`src/hw/rtl/ghash_pkg.sv`:
```
`default_nettype none

package ghash_pkg;

  localparam int unsigned BlockW   = 128;
  localparam int unsigned HalfW    = 64;
  localparam int unsigned DigitW   = 8;
  localparam int unsigned NumSteps = BlockW / DigitW;
  localparam int unsigned CntW     = $clog2(NumSteps);

  // reduction constant: 0xE1 followed by 120 zero bits
  localparam logic [BlockW-1:0] RedPoly = {8'hE1, {(BlockW-8){1'b0}}};

  // register indexes on the configuration port
  localparam logic RegKeyHi = 1'b0;
  localparam logic RegKeyLo = 1'b1;

  typedef logic [BlockW-1:0] block_t;

endpackage

`default_nettype wire

```
`src/hw/rtl/ghash_accumulator.sv`:
```
`default_nettype none

// Channel  Handshake                  Payload
// in_      in_valid / in_ready        in_block_hi, in_block_lo, in_first_block
// out_     out_valid / out_ready      out_hash_hi, out_hash_lo
// cfg_     APB, pready tied high      cfg_paddr[3:0], cfg_pwdata/prdata 64 bit
//
// A word is first loaded into the multiplier, then goes through 16
// steps of an 8-bit digit-serial GF(2^128) multiply against H.
// Input is taken only while the multiplier is idle.
// The last step waits while an earlier result has not been taken by out_ready.
// rst_n is synchronous; it clears H, the accumulator and all control state.
module ghash_accumulator (
  input  wire logic        clk,
  input  wire logic        rst_n,

  input  wire logic        in_valid,
  output logic             in_ready,
  input  wire logic [63:0] in_block_hi,
  input  wire logic [63:0] in_block_lo,
  input  wire logic        in_first_block,

  output logic             out_valid,
  input  wire logic        out_ready,
  output logic      [63:0] out_hash_hi,
  output logic      [63:0] out_hash_lo,

  input  wire logic        cfg_psel,
  input  wire logic        cfg_penable,
  input  wire logic        cfg_pwrite,
  input  wire logic [3:0]  cfg_paddr,
  input  wire logic [63:0] cfg_pwdata,
  output logic      [63:0] cfg_prdata,
  output logic             cfg_pready
);

  logic [ghash_pkg::HalfW-1:0] key_hi_r, key_lo_r;
  ghash_pkg::block_t           acc_r, acc_nxt;
  ghash_pkg::block_t           x_r, x_nxt;
  ghash_pkg::block_t           z_r, z_nxt;
  ghash_pkg::block_t           v_r, v_nxt;
  ghash_pkg::block_t           z_step, v_step;
  ghash_pkg::block_t           sum;
  logic [ghash_pkg::CntW-1:0]  cnt_r, cnt_nxt;
  logic                        busy_r, busy_nxt;
  logic                        out_valid_r, out_valid_nxt;
  logic                        cfg_wr, in_acc, last, finish;

  assign cfg_pready = 1'b1;
  assign cfg_wr     = cfg_psel & cfg_penable & cfg_pwrite;
  assign cfg_prdata = (cfg_paddr[3] == ghash_pkg::RegKeyLo) ? key_lo_r : key_hi_r;

  always_ff @(posedge clk) begin
    if (!rst_n) begin
      key_hi_r <= '0;
      key_lo_r <= '0;
    end else if (cfg_wr) begin
      if (cfg_paddr[3] == ghash_pkg::RegKeyHi) begin
        key_hi_r <= cfg_pwdata;
      end else begin
        key_lo_r <= cfg_pwdata;
      end
    end
  end

  assign in_ready  = ~busy_r;
  assign in_acc    = in_valid & ~busy_r;
  assign out_valid = out_valid_r;
  assign out_hash_hi = acc_r[ghash_pkg::BlockW-1:ghash_pkg::HalfW];
  assign out_hash_lo = acc_r[ghash_pkg::HalfW-1:0];

  assign last   = (cnt_r == ghash_pkg::CntW'(ghash_pkg::NumSteps - 1));
  assign finish = busy_r & last & (~out_valid_r | out_ready);

  // a first word starts from a cleared accumulator
  assign sum = (in_first_block ? '0 : acc_r) ^ {in_block_hi, in_block_lo};

  // one digit: add shifted H where the x bit is set, advance H by x each bit
  always_comb begin
    z_step = z_r;
    v_step = v_r;
    for (int i = 0; i < ghash_pkg::DigitW; i++) begin
      if (x_r[ghash_pkg::BlockW-1-i]) begin
        z_step = z_step ^ v_step;
      end
      v_step = {1'b0, v_step[ghash_pkg::BlockW-1:1]} ^
               (v_step[0] ? ghash_pkg::RedPoly : '0);
    end
  end

  always_comb begin
    x_nxt         = x_r;
    z_nxt         = z_r;
    v_nxt         = v_r;
    cnt_nxt       = cnt_r;
    busy_nxt      = busy_r;
    acc_nxt       = acc_r;
    out_valid_nxt = out_valid_r & ~out_ready;
    if (in_acc) begin
      x_nxt    = sum;
      z_nxt    = '0;
      v_nxt    = {key_hi_r, key_lo_r};
      cnt_nxt  = '0;
      busy_nxt = 1'b1;
    end else if (busy_r) begin
      if (!last) begin
        x_nxt   = {x_r[ghash_pkg::BlockW-ghash_pkg::DigitW-1:0],
                   {ghash_pkg::DigitW{1'b0}}};
        z_nxt   = z_step;
        v_nxt   = v_step;
        cnt_nxt = cnt_r + 1'b1;
      end else if (finish) begin
        acc_nxt       = z_step;
        busy_nxt      = 1'b0;
        out_valid_nxt = 1'b1;
      end
    end
  end

  always_ff @(posedge clk) begin
    if (!rst_n) begin
      busy_r      <= 1'b0;
      out_valid_r <= 1'b0;
      cnt_r       <= '0;
      acc_r       <= '0;
    end else begin
      busy_r      <= busy_nxt;
      out_valid_r <= out_valid_nxt;
      cnt_r       <= cnt_nxt;
      acc_r       <= acc_nxt;
    end
  end

  always_ff @(posedge clk) begin
    x_r <= x_nxt;
    z_r <= z_nxt;
    v_r <= v_nxt;
  end

endmodule

`default_nettype wire

```
`config.mk`:
```
export PLATFORM = sky130hd
export DESIGN_NAME = ghash_accumulator
export DESIGN_NICKNAME = d
export VERILOG_FILES = /design/src/hw/rtl/ghash_pkg.sv /design/src/hw/rtl/ghash_accumulator.sv
export SDC_FILE = /design/constraint.sdc
export NUM_CORES = 2
export LEC_CHECK = 0
export BUFFER_PORTS_ARGS = -buffer_cell sky130_fd_sc_hd__buf_4
export CAP_MARGIN = 40
export CORE_ASPECT_RATIO = 1.25
export CORE_MARGIN = 2
export CORE_UTILIZATION = 55
export DETAILED_ROUTE_END_ITERATION = 8
export PLACE_DENSITY = 0.8
export SYNTH_ARGS = -nofsm -noshare
export SYNTH_HDL_FRONTEND = slang
export SYNTH_SLANG_ARGS = --single-unit
export TNS_END_PERCENT = 10
```
`constraint.sdc`:
```
create_clock -name clk -period 8.1 [get_ports clk]
set_input_delay 0.81 -clock clk [delete_from_list [all_inputs] [get_ports clk]]
set_output_delay 0.81 -clock clk [all_outputs]
set_load 0.03 [all_outputs]
```
After elaboration in Yosys (flattened, before gate mapping)
Index checks and enable logic that the tools add are counted.
W data, S select, Z words.
- bits in registers: 646
- input bits: 204
- add/subtract/negate cells: 1
- equality and inequality tests: 2
- muxes and demuxes: 32
- bitwise operators: 31
- reductions and logical operators: 7
- operators by type and width (kind ; count):
    $mux W128 ; 23
    $xor A128 B128 Y128 ; 9
    $xor A127 B128 Y128 ; 8
    $mux W64 ; 1
    $mux W1 ; 8
    $reduce_and A2 Y1 ; 4
    $not A1 Y1 ; 7
    $and A1 B1 Y1 ; 6
    $add A4 B1 Y4 const B ; 1
    $eq A4 B4 Y1 const B ; 1
    $reduce_and A4 Y1 ; 1
    $ne A2 B2 Y1 const B ; 1
    $reduce_bool A2 Y1 ; 1
    $reduce_or A2 Y1 ; 1
    $or A1 B1 Y1 ; 1

Longest topological paths before layout
- depth after elaboration: 19
- gate-level depth with buffers: 9

Least setup slack after synthesis
OpenSTA, ideal clock, no wires.
- path kind: input -> register
- start point: input in_valid
- end point: register v_r[0] (enable)
- library setup time: 1.949 ns
- arrival: 6.119 ns
- required time: 6.151 ns
- setup slack: 0.031 ns
- stages on the path: 6
- path buffers: 4
- cells stage by stage: nand2_1 -> buf_2 -> buf_2 -> clkbuf_1 -> clkbuf_1 -> nand2_1
- longest elaborated chain between the ends: 3
- ends and longest elaborated chain (what ; RTL line ; source):
    start, declared ; ghash_accumulator.sv:17 ; input wire logic in_valid,
    $and A1 B1 Y1 * ; ghash_accumulator.sv:67 ; assign in_acc = in_valid & ~busy_r;
    $ne A2 B2 Y1 (no source line) / $reduce_bool A2 Y1 (equally long branches) ; n/a ;
    $reduce_and A2 Y1 (no source line) * ; n/a ;
    end signal, assigned ; ghash_accumulator.sv:137 ; v_r <= v_nxt;
    end, declared ; ghash_accumulator.sv:41 ; ghash_pkg::block_t v_r, v_nxt;
Every way passes the cells marked *; elsewhere a longest branch is shown, timed or not.
A chain may end at the register's enable or synchronous reset.

Final worst setup path
- start point: register x_r[125]
- end point: register acc_r[126]
- longest elaborated chain between the ends: 11
- ends and longest elaborated chain (what ; RTL line ; source):
    start, declared ; ghash_accumulator.sv:39 ; ghash_pkg::block_t x_r, x_nxt;
    start signal, assigned ; ghash_accumulator.sv:135 ; x_r <= x_nxt;
    $mux W128 * ; ghash_accumulator.sv:83 ; if (x_r[ghash_pkg::BlockW-1-i]) begin
    $xor A128 B128 Y128 ; ghash_accumulator.sv:84 ; z_step = z_step ^ v_step;
    $mux W128 * ; ghash_accumulator.sv:83 ;
    $xor A128 B128 Y128 ; ghash_accumulator.sv:84 ;
    $mux W128 * ; ghash_accumulator.sv:83 ;
    $xor A128 B128 Y128 ; ghash_accumulator.sv:84 ;
    $mux W128 * ; ghash_accumulator.sv:83 ;
    $xor A128 B128 Y128 ; ghash_accumulator.sv:84 ;
    $mux W128 * ; ghash_accumulator.sv:83 ;
    $xor A128 B128 Y128 ; ghash_accumulator.sv:84 ;
    $mux W128 * ; ghash_accumulator.sv:83 ;
    end signal, assigned ; ghash_accumulator.sv:130 ; acc_r <= acc_nxt;
    end, declared ; ghash_accumulator.sv:38 ; ghash_pkg::block_t acc_r, acc_nxt;
Marks and branches as above.

==> impl_metrics.env <==
export IMPL_outcome="completed"
export IMPL_multi_input_area_sq_mm=0.0240
export IMPL_ff_latch_area_sq_mm=0.0155
export IMPL_min_period_ns=3.55
export IMPL_path_buf_inv=2
export IMPL_crit_end="acc_r[126]$_SDFFE_PN0P_"
export IMPL_syn_to_final_growth_pct=13.1
export IMPL_power_leakage_nw=19.0
export IMPL_netlist_instances=4680
export IMPL_grt_pass1_vias=31433
export IMPL_drc_errors=0
export IMPL_clk_pin_slew_ns=0.06
export IMPL_syn_num_nets=4885
export IMPL_h_tree_depth=3
export IMPL_numCtsBuffers=69
export IMPL_ys_warn_count=0
export IMPL_cts_root_buffer="clkbuf_16"
export IMPL_post_cts_buffers=0
export IMPL_crit_family="buffers and inverters"
export IMPL_hold_violations=0
export IMPL_crit_fanout=67
export IMPL_antenna_found_initial=4
export IMPL_synthArstFlopShare_pct=0
export IMPL_die_y_um=310
export IMPL_vias_per_cell=5.78
export IMPL_nNetsFinal=4971
export IMPL_globalplace_congestion=0.916
export IMPL_reg2reg_depth=7
export IMPL_first_pass_iters=6
export IMPL_grt_max_degree=184
export IMPL_period_share_pct=43.9
export IMPL_core_area_sq_mm=0.0743
export IMPL_numPortBuffers=394
export IMPL_cp_required_ns=8.65
export IMPL_relSlewSlack_pct=38.1
export IMPL_max_freq_mhz=281
export IMPL_cts_tree="built"
export IMPL_nFillCells=5984
export IMPL_holdBufCountCts=0
export IMPL_rsz0062_at_grt="false"
export IMPL_r2r_start="x_r[125]$_DFFE_PP_"
export IMPL_worstMarginPinSlew_ns=0.929
export IMPL_cts_sink_count=646
export IMPL_power_density_mw_per_mm2=271
export IMPL_cts_max_path_buffers=3
export IMPL_r2r_end="acc_r[126]$_SDFFE_PN0P_"
export IMPL_worst_slack_ns=4.55
export IMPL_crit_chain="buf_4 > buf_4 > o21ai_0 > a2111oi_2 > xnor2_1 > xnor2_1 > a22o_1"
export IMPL_cp_start_kind="flip-flop"
export IMPL_grt_usage_pct=31.5
export IMPL_fin_setup_tns_ns=0
export IMPL_grt_overflow=0
export IMPL_maxSlewViolCount=0
export IMPL_io_pins=399
export IMPL_synth_main_ff_cell="dfxtp_1"
export IMPL_num_vias=33459
export IMPL_place_ws_ns=4.46
export IMPL_rows=112
export IMPL_die_x_um=249
export IMPL_worstSetupPathType="reg -> reg"
export IMPL_post_cts_resized=0
export IMPL_routed_wl_um=125000
export IMPL_die_area_sq_mm=0.0770
export IMPL_hold_path_class="in -> reg"
export IMPL_drt_iter0_drc=3960
export IMPL_synth_area_per_cell_sq_um=8.79
export IMPL_synth_edff_count=256
export IMPL_dpl_cell_area_sq_mm=0.0442
export IMPL_synth_area_sq_mm=0.0411
export IMPL_startpoint="x_r[125]$_DFFE_PP_"
export IMPL_grt_pass1_wl_um=190000
export IMPL_critPathSlowestCell="buf_4"
export IMPL_ys_types=44
export IMPL_critPathMaxStageDelay_ns=0.81
export IMPL_max_vdd_ir_drop_v=0.000182
export IMPL_post_route_cell_area_sq_mm=0.0465
export IMPL_drive_gt1_share_pct=15.5
export IMPL_worstSetupPathDepth=7
export IMPL_worstPathArrival_ns=4.11
export IMPL_drv_cap=0
export IMPL_routedWlPerCell_um=21.6
export IMPL_setup_violations=0
export IMPL_antenna_left=0
export IMPL_initial_utilization_pct=55.4
export IMPL_dp_hpwl_um=84100
export IMPL_regToRegSetupSlack_ns=4.55
export IMPL_clock_skew_ns=0.0326
export IMPL_ys_seq_area_share_pct=37.7
export IMPL_synth_seq_cells=646
export IMPL_clock_latency_ns=0.64
export IMPL_crit_path_end_kind="flip-flop"
-- metrics by stage --
stage | total power, mW | util [%] | hold slack (ns) | instances
after floorplan | 8.14 | - | 0.443 | 4680
after global placement | 9.18 | 59.2 | 0.453 | 5655
after detailed placement | 9.34 | 59.5 | 0.456 | 5664
after CTS | 12.6 | 62.6 | 0.422 | 5790
after global routing | 13.1 | 62.6 | 0.442 | 5793
final | 12.6 | 62.6 | 0.443 | 5793
-- worst register-to-register path, cell delays in order, from the launching register on --
cell       delay, ns
edfxtp_1        0.64
buf_4           0.65
buf_4           0.82
o21ai_0         0.26
a2111oi_2       0.47
xnor2_1         0.14
xnor2_1         0.35
a22o_1          0.18
-- routing by layer --
layer  vias to the layer above  GRT usage [%]  part of all wire [%]
li1                      15241              -                     -
met5                         -              0                     0
met3                       330           5.62                    11
met2                      1944           50.4                    46
met1                     15944           41.2                    38
met4                         0           15.5                   5.1
-- kinds of logic after synthesis --
group	after synthesis	share of synthesized area, %
AO/OA/AOI/OAI	437	7.38
XOR/XNOR	1050	26.6
adder cells (fa/ha/maj)	1	0.0304
buffers and inverters	428	4.18
flip-flops	646	37.7
multiplexers	187	5.12
other	1	0.00912
AND/OR/NAND/NOR	1930	19.0
-- layout by cell type (no fill, tap or decap), types with 3 or more instances in the layout --
cell,synthesis,routed
nand4_1,3,3
and3_1,6,6
inv_6,0,4
nor2b_1,130,129
a21boi_0,129,129
clkinv_2,0,14
buf_16,0,8
o21ai_0,142,142
mux2_2,186,186
clkbuf_8,0,9
xor2_1,168,168
dfxtp_1,390,390
nand2_1,1623,1620
xor3_1,3,3
clkbuf_16,0,75
buf_4,9,421
nor2_1,20,18
xnor2_1,755,755
diode_2,0,3
xnor3_1,121,121
nand3_1,132,132
bufinv_16,0,3
inv_1,8,8
a21oi_1,22,22
clkbuf_1,334,12
nor3_1,3,3
edfxtp_1,256,256
clkinv_1,0,3
a21o_1,6,6
buf_12,0,4
a22o_1,120,120
nand3b_1,4,4
nand2_4,0,3
o211ai_1,10,10
-- synth_stat cells, drive strengths merged, types with 9 or more instances --
cell type / number / area, sq um
nand3: 132 / 661
xnor3: 121 / 2730
xor2: 170 / 1520
a22o: 120 / 1050
inv: 9 / 33.8
o21ai: 142 / 711
o211ai: 10 / 75.1
clkbuf: 334 / 1250
a21oi: 22 / 110
mux2: 186 / 2090
xnor2: 756 / 6630
edfxtp: 256 / 7690
nand2: 1623 / 6090
nor2b: 130 / 813
buf: 85 / 433
dfxtp: 390 / 7810
a21boi: 129 / 968
nor2: 20 / 75.1
-- sequential cells by signal, indices dropped and copies added (netlist names) --
name       count
cnt_r          4
v_r          128
key_hi_r      64
out_valid      1
acc_r        128
key_lo_r      64
busy_r         1
x_r          128
z_r          128
-- worst min-delay path by stage --
stage,start,endpoint,slack (ns),cells past startpoint
3_5_place_dp,z_r[70]$_SDFFE_PP0P_,z_r[70]$_SDFFE_PP0P_,0.46,2
4_1_cts,in_valid,busy_r$_SDFF_PN0_,0.42,2
6_report,cfg_pwdata[7],key_lo_r[7]$_SDFFE_PN0P_,0.44,3
3_3_place_gp,z_r[45]$_SDFFE_PP0P_,z_r[45]$_SDFFE_PP0P_,0.45,2
5_1_grt,cfg_pwdata[6],key_hi_r[6]$_SDFFE_PN0P_,0.44,3
2_1_floorplan,key_hi_r[60]$_SDFFE_PN0P_,key_hi_r[60]$_SDFFE_PN0P_,0.44,2
-- where the power goes --
part | total, mW | switching, mW | internal (mW)
clock | 3.25 | 1.38 | 1.87
combinational | 4.91 | 2.39 | 2.51
sequential | 4.46 | 0.555 | 3.91
-- layout make-up --
cell class | count | share of cell area [%]
antenna | 3 | 0.0161
clock buffer | 96 | 4.40
clock inverter | 30 | 0.557
inverter | 9 | 0.0727
multi-input combinational | 3606 | 51.5
sequential | 646 | 33.3
tap | 969 | 2.61
timing repair buffer | 434 | 7.48
(Power assumes the default switching activity.)
